`src/rtl/core/foli_pkg.sv`:
```
// Shared types, codes and helpers of the first-order lag integrator.
package foli_pkg;

  localparam int unsigned DATA_W = 32;
  localparam int unsigned COEF_W = 16;
  localparam int unsigned FRAC_W = 16;
  localparam int unsigned MUL_W  = DATA_W + 1;
  localparam int unsigned PROD_W = 2 * MUL_W;
  localparam int unsigned RAD_W  = DATA_W + FRAC_W;
  localparam int unsigned ROOT_W = RAD_W / 2;
  localparam int unsigned MODE_W = 3;
  localparam int unsigned CIDX_W = 3;

  // Mode bits
  localparam int unsigned MODE_EXT_FB = 0;
  localparam int unsigned MODE_SQ_IN  = 1;
  localparam int unsigned MODE_ROOT   = 2;

  // Operation codes carried in tuser
  localparam logic OP_START = 1'b0;
  localparam logic OP_STEP  = 1'b1;

  // Configuration register indexes
  localparam logic [CIDX_W-1:0] CFG_STEP_COEF  = 3'd0;
  localparam logic [CIDX_W-1:0] CFG_GAIN       = 3'd1;
  localparam logic [CIDX_W-1:0] CFG_OUT_MIN    = 3'd2;
  localparam logic [CIDX_W-1:0] CFG_OUT_MAX    = 3'd3;
  localparam logic [CIDX_W-1:0] CFG_INIT_VALUE = 3'd4;
  localparam logic [CIDX_W-1:0] CFG_MODE       = 3'd5;

  // Register reset values
  localparam logic [COEF_W-1:0] RST_STEP_COEF = 16'd655;
  localparam logic [DATA_W-1:0] RST_GAIN      = 32'h0001_0000;
  localparam logic [DATA_W-1:0] RST_OUT_MIN   = 32'h8000_0000;
  localparam logic [DATA_W-1:0] RST_OUT_MAX   = 32'h7FFF_FFFF;

  typedef struct packed {
    logic                    go;
    logic signed [MUL_W-1:0] a;
    logic signed [MUL_W-1:0] b;
  } foli_mul_req_t;

  typedef struct packed {
    logic                     valid;
    logic signed [DATA_W-1:0] res;
  } foli_mul_rsp_t;

  typedef struct packed {
    logic             go;
    logic [RAD_W-1:0] radicand;
  } foli_sqrt_req_t;

  typedef struct packed {
    logic              valid;
    logic [ROOT_W-1:0] root;
  } foli_sqrt_rsp_t;

  // Saturate a 33-bit sum or difference to the signed 32-bit range.
  function automatic logic signed [DATA_W-1:0] sat33(input logic signed [DATA_W:0] v);
    logic signed [DATA_W-1:0] r;
    if (v[DATA_W] != v[DATA_W-1]) begin
      r = v[DATA_W] ? {1'b1, {(DATA_W-1){1'b0}}} : {1'b0, {(DATA_W-1){1'b1}}};
    end else begin
      r = v[DATA_W-1:0];
    end
    return r;
  endfunction

endpackage

```
`src/rtl/core/foli_mul.sv`:
```
// Shared signed multiplier: registered operands and product, floor shift by 16, saturation.
module foli_mul
  import foli_pkg::*;
(
  input  logic          clk,
  input  logic          rst_n,
  input  foli_mul_req_t req,
  output foli_mul_rsp_t rsp
);

  logic signed [MUL_W-1:0]  a_r;
  logic signed [MUL_W-1:0]  b_r;
  logic signed [PROD_W-1:0] prod_r;
  logic                     s1_r;
  logic                     valid_r;
  logic                     fits;

  always_ff @(posedge clk) begin
    if (!rst_n) begin
      s1_r    <= 1'b0;
      valid_r <= 1'b0;
    end else begin
      s1_r <= req.go;
      if (req.go) begin
        valid_r <= 1'b0;
      end else if (s1_r) begin
        valid_r <= 1'b1;
      end
    end
    if (req.go) begin
      a_r <= req.a;
      b_r <= req.b;
    end
    if (s1_r) begin
      prod_r <= a_r * b_r;
    end
  end

  // Arithmetic shift right by 16 is the floor; it fits 32 bits when the top bits agree.
  assign fits = (prod_r[PROD_W-1:FRAC_W+DATA_W-1] == '0) ||
                (prod_r[PROD_W-1:FRAC_W+DATA_W-1] == '1);

  always_comb begin
    rsp.valid = valid_r;
    if (fits) begin
      rsp.res = prod_r[FRAC_W+DATA_W-1:FRAC_W];
    end else if (prod_r[PROD_W-1]) begin
      rsp.res = {1'b1, {(DATA_W-1){1'b0}}};
    end else begin
      rsp.res = {1'b0, {(DATA_W-1){1'b1}}};
    end
  end

endmodule

```
`src/rtl/core/foli_sqrt.sv`:
```
// Restoring integer square root, one result bit per cycle.
module foli_sqrt
  import foli_pkg::*;
(
  input  logic           clk,
  input  logic           rst_n,
  input  foli_sqrt_req_t req,
  output foli_sqrt_rsp_t rsp
);

  localparam int unsigned REM_W = ROOT_W + 3;
  localparam int unsigned CNT_W = $clog2(ROOT_W);

  logic [RAD_W-1:0]  rad_r;
  logic [REM_W-1:0]  rem_r;
  logic [ROOT_W-1:0] root_r;
  logic [CNT_W-1:0]  cnt_r;
  logic              busy_r;
  logic              valid_r;
  logic [REM_W-1:0]  rem_sh;
  logic [REM_W-1:0]  trial;
  logic              ge;

  assign rem_sh = {rem_r[REM_W-3:0], rad_r[RAD_W-1:RAD_W-2]};
  assign trial  = {1'b0, root_r, 2'b01};
  assign ge     = (rem_sh >= trial);

  always_ff @(posedge clk) begin
    if (!rst_n) begin
      busy_r  <= 1'b0;
      valid_r <= 1'b0;
    end else if (req.go) begin
      busy_r  <= 1'b1;
      valid_r <= 1'b0;
    end else if (busy_r && (cnt_r == '0)) begin
      busy_r  <= 1'b0;
      valid_r <= 1'b1;
    end
    if (req.go) begin
      rad_r  <= req.radicand;
      rem_r  <= '0;
      root_r <= '0;
      cnt_r  <= CNT_W'(ROOT_W - 1);
    end else if (busy_r) begin
      rad_r  <= {rad_r[RAD_W-3:0], 2'b00};
      rem_r  <= ge ? (rem_sh - trial) : rem_sh;
      root_r <= {root_r[ROOT_W-2:0], ge};
      cnt_r  <= cnt_r - 1'b1;
    end
  end

  assign rsp.valid = valid_r;
  assign rsp.root  = root_r;

endmodule

```
`src/rtl/core/first_order_lag_integrator_unit.sv`:
```
// First-order lag integrator: config registers, step sequencer, shared multiplier and root unit.
// Step item: input square if set, gain, coefficient, root of a positive state in root mode,
//   clamp, output square (three to four two-stage multiplier passes, 24-step square root).
// Start item: no result; state loaded (squared in root mode), then idle for the next beat.
// One item at a time; next beat taken the cycle after a result registers, even if it waits.
// Reset (rst_n, synchronous): integrator cleared, registers to defaults, no result pending.
module first_order_lag_integrator_unit
  import foli_pkg::*;
(
  input  logic              clk,
  input  logic              rst_n,
  // input beats
  input  logic              in_tvalid,
  output logic              in_tready,
  input  logic [95:0]       in_tdata,   // drive_in[31:0], noise_in[63:32], feedback_in[95:64]
  input  logic              in_tuser,   // operation[0]
  // result beats
  output logic              out_tvalid,
  input  logic              out_tready,
  output logic [63:0]       out_tdata,  // value[31:0], value_squared[62:32], zero[63]
  // configuration writes
  input  logic              cfg_valid,
  output logic              cfg_ready,
  input  logic [CIDX_W-1:0] cfg_index,
  input  logic [DATA_W-1:0] cfg_data
);

  typedef enum logic [2:0] {
    S_IDLE, S_INIT, S_USQ, S_GAIN, S_COEF, S_ROOT, S_CLAMP, S_OUTSQ
  } state_t;

  state_t                   state_r;
  logic                     issued_r;

  // configuration registers
  logic [COEF_W-1:0]        step_coef_r;
  logic signed [DATA_W-1:0] gain_r;
  logic signed [DATA_W-1:0] out_min_r;
  logic signed [DATA_W-1:0] out_max_r;
  logic signed [DATA_W-1:0] init_value_r;
  logic [MODE_W-1:0]        mode_r;

  // datapath
  logic signed [DATA_W-1:0] integ_r;
  logic signed [DATA_W-1:0] u_r;
  logic signed [DATA_W-1:0] fb_r;
  logic signed [DATA_W-1:0] diff_r;
  logic signed [DATA_W-1:0] v_r;
  logic                     out_valid_r;
  logic signed [DATA_W-1:0] out_value_r;
  logic [DATA_W-2:0]        out_sq_r;

  foli_mul_req_t            mul_req;
  foli_mul_rsp_t            mul_rsp;
  foli_sqrt_req_t           sqrt_req;
  foli_sqrt_rsp_t           sqrt_rsp;

  logic                     in_fire;
  logic                     mul_done;
  logic signed [DATA_W-1:0] drive_in;
  logic signed [DATA_W-1:0] noise_in;
  logic signed [DATA_W-1:0] feedback_in;
  logic signed [DATA_W:0]   u_raw;
  logic signed [DATA_W-1:0] fb_sel;
  logic signed [DATA_W:0]   diff_raw;
  logic signed [DATA_W:0]   x_raw;
  logic signed [DATA_W-1:0] x_new;
  logic signed [DATA_W-1:0] v_hi;
  logic signed [DATA_W-1:0] v_clamped;
  logic [DATA_W-1:0]        mag;
  logic                     out_free;
  logic                     out_load;

  assign drive_in    = in_tdata[DATA_W-1:0];
  assign noise_in    = in_tdata[2*DATA_W-1:DATA_W];
  assign feedback_in = in_tdata[3*DATA_W-1:2*DATA_W];

  assign in_tready = (state_r == S_IDLE);
  assign in_fire   = in_tvalid && in_tready;
  assign cfg_ready = 1'b1;
  assign mul_done  = issued_r && mul_rsp.valid;
  assign out_free  = !out_valid_r || out_tready;
  assign out_load  = (state_r == S_OUTSQ) && mul_done && out_free;

  // u = drive - noise, saturated
  assign u_raw = {drive_in[DATA_W-1], drive_in} - {noise_in[DATA_W-1], noise_in};

  // gain*u minus feedback, saturated
  assign fb_sel   = mode_r[MODE_EXT_FB] ? fb_r : integ_r;
  assign diff_raw = {mul_rsp.res[DATA_W-1], mul_rsp.res} - {fb_sel[DATA_W-1], fb_sel};

  // new state: integrator plus floor(coef*diff/2^16); the state itself is never clamped
  assign x_raw = {integ_r[DATA_W-1], integ_r} + {mul_rsp.res[DATA_W-1], mul_rsp.res};
  assign x_new = sat33(x_raw);

  // upper bound first, then lower: reversed bounds give out_min
  assign v_hi      = (v_r > out_max_r) ? out_max_r : v_r;
  assign v_clamped = (v_hi < out_min_r) ? out_min_r : v_hi;

  // magnitude of the clamped value; the most negative value maps to 2^31
  assign mag = v_r[DATA_W-1] ? (~v_r + 1'b1) : v_r;

  // Drive the shared multiplier once on entry of each multiply state.
  always_comb begin
    mul_req.go = 1'b0;
    mul_req.a  = '0;
    mul_req.b  = '0;
    unique case (state_r)
      S_INIT: begin
        mul_req.go = !issued_r && mode_r[MODE_ROOT];
        mul_req.a  = {init_value_r[DATA_W-1], init_value_r};
        mul_req.b  = {init_value_r[DATA_W-1], init_value_r};
      end
      S_USQ: begin
        mul_req.go = !issued_r;
        mul_req.a  = {u_r[DATA_W-1], u_r};
        mul_req.b  = {u_r[DATA_W-1], u_r};
      end
      S_GAIN: begin
        mul_req.go = !issued_r;
        mul_req.a  = {gain_r[DATA_W-1], gain_r};
        mul_req.b  = {u_r[DATA_W-1], u_r};
      end
      S_COEF: begin
        mul_req.go = !issued_r;
        mul_req.a  = {{(MUL_W-COEF_W){1'b0}}, step_coef_r};
        mul_req.b  = {diff_r[DATA_W-1], diff_r};
      end
      S_OUTSQ: begin
        mul_req.go = !issued_r;
        mul_req.a  = {1'b0, mag};
        mul_req.b  = {1'b0, mag};
      end
      default: begin
        mul_req.go = 1'b0;
      end
    endcase
  end

  // Start the root as soon as a positive new state is known.
  assign sqrt_req.go = (state_r == S_COEF) && mul_done && mode_r[MODE_ROOT] &&
                       (x_new > 0);
  assign sqrt_req.radicand = {x_new, {FRAC_W{1'b0}}};

  foli_mul u_mul (
    .clk   (clk),
    .rst_n (rst_n),
    .req   (mul_req),
    .rsp   (mul_rsp)
  );

  foli_sqrt u_sqrt (
    .clk   (clk),
    .rst_n (rst_n),
    .req   (sqrt_req),
    .rsp   (sqrt_rsp)
  );

  always_ff @(posedge clk) begin
    if (!rst_n) begin
      state_r      <= S_IDLE;
      issued_r     <= 1'b0;
      out_valid_r  <= 1'b0;
      integ_r      <= '0;
      step_coef_r  <= RST_STEP_COEF;
      gain_r       <= RST_GAIN;
      out_min_r    <= RST_OUT_MIN;
      out_max_r    <= RST_OUT_MAX;
      init_value_r <= '0;
      mode_r       <= '0;
    end else begin
      // Take configuration writes; unknown indexes drop.
      if (cfg_valid) begin
        unique case (cfg_index)
          CFG_STEP_COEF:  step_coef_r  <= cfg_data[COEF_W-1:0];
          CFG_GAIN:       gain_r       <= cfg_data;
          CFG_OUT_MIN:    out_min_r    <= cfg_data;
          CFG_OUT_MAX:    out_max_r    <= cfg_data;
          CFG_INIT_VALUE: init_value_r <= cfg_data;
          CFG_MODE:       mode_r       <= cfg_data[MODE_W-1:0];
          default:        ;
        endcase
      end

      if (mul_req.go) begin
        issued_r <= 1'b1;
      end

      // Retire the pending result when the sink takes it and no new one lands.
      if (out_valid_r && out_tready && !out_load) begin
        out_valid_r <= 1'b0;
      end

      unique case (state_r)
        S_IDLE: begin
          if (in_fire) begin
            u_r  <= sat33(u_raw);
            fb_r <= feedback_in;
            if (in_tuser == OP_START) begin
              state_r <= S_INIT;
            end else if (mode_r[MODE_SQ_IN]) begin
              state_r <= S_USQ;
            end else begin
              state_r <= S_GAIN;
            end
          end
        end
        S_INIT: begin
          if (!mode_r[MODE_ROOT]) begin
            integ_r <= init_value_r;
            state_r <= S_IDLE;
          end else if (mul_done) begin
            integ_r  <= mul_rsp.res;
            issued_r <= 1'b0;
            state_r  <= S_IDLE;
          end
        end
        S_USQ: begin
          if (mul_done) begin
            u_r      <= mul_rsp.res;
            issued_r <= 1'b0;
            state_r  <= S_GAIN;
          end
        end
        S_GAIN: begin
          if (mul_done) begin
            diff_r   <= sat33(diff_raw);
            issued_r <= 1'b0;
            state_r  <= S_COEF;
          end
        end
        S_COEF: begin
          if (mul_done) begin
            integ_r  <= x_new;
            issued_r <= 1'b0;
            if (!mode_r[MODE_ROOT]) begin
              v_r     <= x_new;
              state_r <= S_CLAMP;
            end else if (x_new > 0) begin
              state_r <= S_ROOT;
            end else begin
              v_r     <= '0;
              state_r <= S_CLAMP;
            end
          end
        end
        S_ROOT: begin
          if (sqrt_rsp.valid) begin
            v_r     <= {{(DATA_W-ROOT_W){1'b0}}, sqrt_rsp.root};
            state_r <= S_CLAMP;
          end
        end
        S_CLAMP: begin
          v_r     <= v_clamped;
          state_r <= S_OUTSQ;
        end
        S_OUTSQ: begin
          // Hold the square in the multiplier until the output register frees up.
          if (out_load) begin
            out_value_r <= v_r;
            out_sq_r    <= mul_rsp.res[DATA_W-2:0];
            out_valid_r <= 1'b1;
            issued_r    <= 1'b0;
            state_r     <= S_IDLE;
          end
        end
        default: begin
          state_r <= S_IDLE;
        end
      endcase
    end
  end

  assign out_tvalid = out_valid_r;
  assign out_tdata  = {1'b0, out_sq_r, out_value_r};

endmodule

```
`config.mk`:
```
export PLATFORM = sky130hd
export DESIGN_NAME = first_order_lag_integrator_unit
export DESIGN_NICKNAME = d
export VERILOG_FILES = /design/src/rtl/core/foli_pkg.sv /design/src/rtl/core/foli_mul.sv /design/src/rtl/core/foli_sqrt.sv /design/src/rtl/core/first_order_lag_integrator_unit.sv
export SDC_FILE = /design/constraint.sdc
export NUM_CORES = 2
export LEC_CHECK = 0
export BUFFER_PORTS_ARGS = -buffer_cell sky130_fd_sc_hd__buf_2
export CORE_ASPECT_RATIO = 1.75
export CORE_MARGIN = 2
export CORE_UTILIZATION = 55
export CTS_CLUSTER_SIZE = 8
export DETAILED_ROUTE_END_ITERATION = 10
export MAX_ROUTING_LAYER = met4
export PLACE_DENSITY = 0.71
export SLEW_MARGIN = 30
export SYNTH_ARGS = -nofsm -noshare
export SYNTH_HDL_FRONTEND = slang
export SYNTH_SLANG_ARGS = --single-unit
```
`constraint.sdc`:
```
create_clock -name clk -period 17.7 [get_ports clk]
set_input_delay 4.425 -clock clk [delete_from_list [all_inputs] [get_ports clk]]
set_output_delay 4.425 -clock clk [all_outputs]
set_load 0.01 [all_outputs]
```
# After elaboration in Yosys (flattened, before gate mapping)

Cells that the tools add are included.

Add/sub/neg operators: 6
Multipliers: 1
$lt $le $gt $ge: 4
Eq/ne operators: 24
Mux-type cells: 51
Bitwise gates (word level): 2
Reductions and logical operators: 42

Operator list:

| kind                                                | number |
|---|---|
| two-way mux 32 bit                                  | 20 |
| case mux 66 bit (5 select lines)                    | 1 |
| case mux 32 bit (2 select lines)                    | 2 |
| two-way mux 48 bit                                  | 2 |
| case mux 32 bit (3 select lines)                    | 1 |
| multiplier 33 x 33 -> 66 bit                        | 1 |
| subtractor 32 x 32 -> 33 bit                        | 2 |
| adder 32 x 32 -> 33 bit                             | 1 |
| adder 32 x 1 -> 32 bit, second input constant       | 1 |
| > comparator 32 x 1 -> 1 bit, second input constant | 1 |
| > comparator 32 bit                                 | 1 |
| < comparator 32 bit                                 | 1 |
| NOT 32 bit                                          | 1 |
| greater-or-equal comparator 27 x 26 -> 1 bit        | 1 |
| two-way mux 25 bit                                  | 1 |
| subtractor 25 bit                                   | 1 |
| two-way mux 3 bit                                   | 8 |
| case mux 3 bit (8 select lines)                     | 1 |
| equality test 19 bit, second input constant         | 1 |
| logical NOT 19 bit                                  | 1 |
| equality test 3 bit, second input constant          | 6 |
| equality test 3 x 2 -> 1 bit, second input constant | 4 |
| AND reduction 2 bit                                 | 6 |
| AND reduction 3 bit                                 | 4 |
| 24 further kinds                                    | 61 |

Register bits after elaboration: 597
Output and inout bits: 67
Word-level logic and storage cells: 157

# Depth between registers and ports, before layout

Word-level depth: 11
Mapped depth: 29
Mapped depth without buffers: 28

# By module

From an unflattened synthesis, not the netlist that was laid out.

Cell total of the unflattened synthesis: 7592
Area total of the unflattened synthesis: 71841.4 µm²

By module, submodules not included:

| module                          | instances | cells an instance | area each (µm²) |
|---|---|---|---|
| foli_mul                        | 1         | 4262              | 41902.7 |
| first_order_lag_integrator_unit | 1         | 2755              | 24120.6 |
| foli_sqrt                       | 1         | 575               | 5818.1 |

# Worst setup path after synthesis

OpenSTA, ideal clock, no wires.

Kind: flip-flop to flip-flop
Start: reg u_mul.a_r[32]
End: reg u_mul.prod_r[64] (data pin)
Library setup time: 272 ps
Data arrival time: 7504 ps
Setup slack: 9925 ps
Cell stages (with the launch flop): 25
Path buffers: 1
Clock period less this slack: 7775 ps
Cells stage by stage: edfxtp_1 -> clkbuf_1 -> nand2_1 -> inv_1 -> fa_1 -> fa_1 -> fa_1 -> fa_1 -> fa_1 -> fa_1 -> fa_1 -> inv_1 -> fa_1 -> inv_1 -> ha_1 -> a21oi_1 -> o21ai_0 -> a211oi_1 -> o31ai_1 -> nor4b_1 -> a21oi_1 -> o211ai_1 -> a21o_1 -> mux2i_1 -> or4_1

Longest elaborated chain between the ends: 1

Ends and longest elaborated chain:

| item                         | line           | RTL |
|---|---|---|
| start: declaration           | foli_mul.sv:11 | `logic signed [MUL_W-1:0] a_r;` |
| start signal: assignment     | foli_mul.sv:31 | `a_r <= req.a;` |
| multiplier 33 x 33 -> 66 bit | foli_mul.sv:35 | `prod_r <= a_r * b_r;` |
| end signal: assignment       | foli_mul.sv:35 |  |
| end: declaration             | foli_mul.sv:13 | `logic signed [PROD_W-1:0] prod_r;` |

No other way between the ends.
A chain may end at the register's enable or synchronous reset.

# Worst setup path after layout

Ends and elaborated chain as after synthesis.

==> results.md <==
* Hold WC Path Type: flip-flop to flip-flop
* Hold Vio Cnt, Final at 0
* #FFs+latches synth at 581
* Gr usage total at 37.8%
* Peak Freq at 0.105 GHz
* Synth area leaders: fa_1, edfxtp_1, ha_1
* Root buf cell: clkbuf_16
* CTS Buffer Depth at 3
* Crit start category: flip-flop
* Largest register FFs at 50
* CP max stage cell: fa_1
* Post-synthesis cell type count at 97
* Synth Cell Area at 0.0717 mm²
* Relative slew slack at 26.1%
* Critical path peak fanout at 24
* Post-synth EDFFs at 339
* Setup bufs post-CTS at 0
* Synth top area share at 32.0%
* Post-Synthesis Cells at 7560
* Post-Route WL at 241000 µm
* Die H at 482 µm
* Grt ovf at 0
* Die area at 0.133 mm²
* Syn_nets at 9243
* Max stage delay on crit path at 1.03 ns
* DRC at 0
* Outcome: finished, final reports clean
* Kind of critical path: flip-flop to flip-flop
* Synth warn at 0
* CP required at 18.08 ns
* Core area at 0.130 mm²
* Endpoint class of the critical path: flip-flop
* Min Tclk post-route at 9.50 ns
* Pin count of the biggest net entering global routing at 91
* Clk sinks at 581
* Synth Flop Type: edfxtp_1
* CTS tree: built
* Sequential-to-total area share from yosys stat at 20.9%
* MaxCap Viol Count at 0
* Slew Limit Fails at 0
* Setup violators final at 0
* Total CTS buffers at 82
* Die X-Extent at 277 µm
* First-pass GRT wire length at 363000 µm
* Clk Latency, worst-skew pair at 0.68 ns
* Cell taking the most area after synthesis: fa_1
* Vias in the first global route at 60200
* Top cell by count, worst path: fa_1
* DP HPWL at 189000 µm
* Top flop regs: u_mul.prod_r x50, u_mul.a_r x33, u_mul.b_r x33
* Drt pass-1 iters at 8
* Initial DRC count at 4075
* Worst path cell trace: buf_4 > nand2_1 > fa_1 > fa_1 > fa_1 > inv_1 > fa_1 > fa_1 > fa_1 > fa_1 > fa_1 > ha_1 > nand4_1 > nor4_1 > o211ai_1 > a21oi_1 > o211ai_1 > a21o_1 > mux2i_1 > or4_1
* Routed len/inst at 25.8 µm
* Resize count post-CTS at 0
* Clk_skew at 0.0324 ns
* Fin crit share at 53.7%
* Layout cells sized above 1 at 7.29%
* Total Neg Setup Slack at 0 ns
* # rows at 175
* PortBufs at 201
* Hold-fix buffers, CTS at 0
* WP data arrival at 9.88 ns
* RSZ-0062 raised after global routing: false
* Crit path buf inv count at 2
* Number of vias after detailed routing at 55900
* Io pins at 204
* Nets@finish at 9257
* Detail Route Antenna Nets at 0
* Drt via density at 5.99
* Worst-Margin Slew at 1.09 ns
* Biggest register: u_mul.prod_r
* Antenna violations before repair at 9
* Async SR Flop Fraction at 0%
* Starting Density at 55.3%
* GPL Wtd Cong at 1.01
* Cell family with most CP delay: adder cells
* CTS clk-pin slew, worst paths at 0.05 ns
* Max H-tree Level at 3
* Syn avg cell area at 9.49 µm²
* Area Growth Syn to Fin at 7.09%
[kinds of logic (layout without fill, tap and decap cells)]
family | Yosys count | after routing | synth area share (%)
AND/OR/NAND/NOR | 2135 | 2135 | 14.4
buffers and inverters | 1694 | 1773 | 8.97
adder cells (fa/ha/maj) | 1554 | 1554 | 39.1
AO/OA/AOI/OAI | 1207 | 1207 | 11.3
flip-flops | 581 | 581 | 20.9
multiplexers | 214 | 214 | 3.15
XOR/XNOR | 173 | 173 | 2.11
other | 2 | 12 | 0.0105
[per-stage QoR]
stage	hold slack [ns]	setup slack, ns	instance area [µm²]	instances	utilization [%]
4_1_cts	0.464	8.04	76700	9316	59.2
2_1_floorplan	0.440	9.92	71700	7560	-
6_report	0.461	8.20	76800	9330	59.3
5_1_grt	0.478	8.04	76800	9328	59.3
3_3_place_gp	0.452	7.06	74300	9165	57.3
3_5_place_dp	0.457	8.15	74400	9167	57.4
[cell usage in the layout, fill, tap and decap left out, types with 21 or more instances in the layout]
| cell | Yosys | final |
|---|---|---|
| inv_1 | 1286 | 1286 |
| fa_1 | 1147 | 1147 |
| nand2_1 | 980 | 980 |
| and2_1 | 538 | 537 |
| ha_1 | 399 | 399 |
| edfxtp_1 | 339 | 339 |
| a21oi_1 | 243 | 242 |
| dfxtp_1 | 242 | 237 |
| o21ai_0 | 233 | 226 |
| buf_2 | 19 | 201 |
| nor2_1 | 203 | 198 |
| mux2i_1 | 150 | 150 |
| buf_4 | 5 | 130 |
| a21boi_0 | 117 | 117 |
| xnor2_1 | 102 | 102 |
| o211ai_1 | 99 | 99 |
| a21o_1 | 91 | 91 |
| nand3_1 | 89 | 88 |
| clkbuf_16 | 0 | 84 |
| xor2_1 | 71 | 71 |
| a31oi_1 | 64 | 64 |
| clkbuf_1 | 365 | 63 |
| a221o_1 | 55 | 55 |
| mux2_2 | 55 | 55 |
| nor3_1 | 49 | 45 |
| a211oi_1 | 44 | 44 |
| o21a_1 | 43 | 43 |
| nand4_1 | 40 | 40 |
| nand2b_1 | 40 | 40 |
| nor2b_1 | 41 | 39 |
| or3_1 | 31 | 31 |
| o21bai_1 | 28 | 28 |
| o221ai_1 | 27 | 27 |
| and3_1 | 27 | 26 |
| or2_2 | 24 | 24 |
| o31ai_1 | 21 | 21 |
| o22ai_1 | 21 | 21 |
| a22oi_1 | 21 | 21 |
[layer usage]
layer / part of all wire, % / global-route usage, %
met5: 0 / -
met4: 10 / 31.5
met1: 33 / 38.6
met2: 51 / 65.2
met3: 5.9 / 4.61
[layout make-up]
type	instances	area [µm²]
Inverter	1287	4830
Tap cell	1681	2100
Clock inverter	2	25.0
Multi-Input combinational cell	5285	50400
Fill cell	11300	52800
Sequential cell	581	15000
Antenna cell	10	25.0
Timing Repair Buffer	337	2070
Clock buffer	147	2340
[synthesized netlist by cell type (all sizes together), types with 10 or more instances]
master and number:
o221ai 27, buf 42, a21boi 117, ha 399, nor3 50, a221o 55
and2 541, nor4 22, o21ai 238, or2 26, or3 32, a2111oi 10
nor2b 41, o211ai 99, edfxtp 339, a31oi 64, nand3 89, o21bai 28
o21a 44, xnor2 102, clkbuf 365, a21oi 246, inv 1286, a211oi 45
mux2 64, o31ai 21, nand2 980, fa 1147, and3 27, mux2i 150
a22oi 21, xor2 71, a21o 91, nand4 40, dfxtp 242, o22ai 21
and4 11, nor2 203, nand2b 40, a211o 10
[worst reg2reg max path: cells and delay by family (launching register included)]
family          cells  cell delay, ns
compound gates      4            1.27
buf+inv             2            0.50
fa+ha+maj           9            5.27
mux                 1            0.12
flops               1            0.61
simple gates        4            1.44
[final timing paths]
check | start | end | slack, ns | cells past startpoint
min | gain_r[28]$_SDFFE_PN0P_ | gain_r[28]$_SDFFE_PN0P_ | 0.46 | 2
min reg2reg | gain_r[28]$_SDFFE_PN0P_ | gain_r[28]$_SDFFE_PN0P_ | 0.46 | 2
max reg2reg | u_mul.a_r[32]$_DFFE_PP_ | u_mul.prod_r[64]$_DFFE_PP_ | 8.20 | 20
max | u_mul.a_r[32]$_DFFE_PP_ | u_mul.prod_r[64]$_DFFE_PP_ | 8.20 | 20
Power is not shown: default switching activity piles up to over one toggle a cycle in this logic, so the estimate is an artifact.
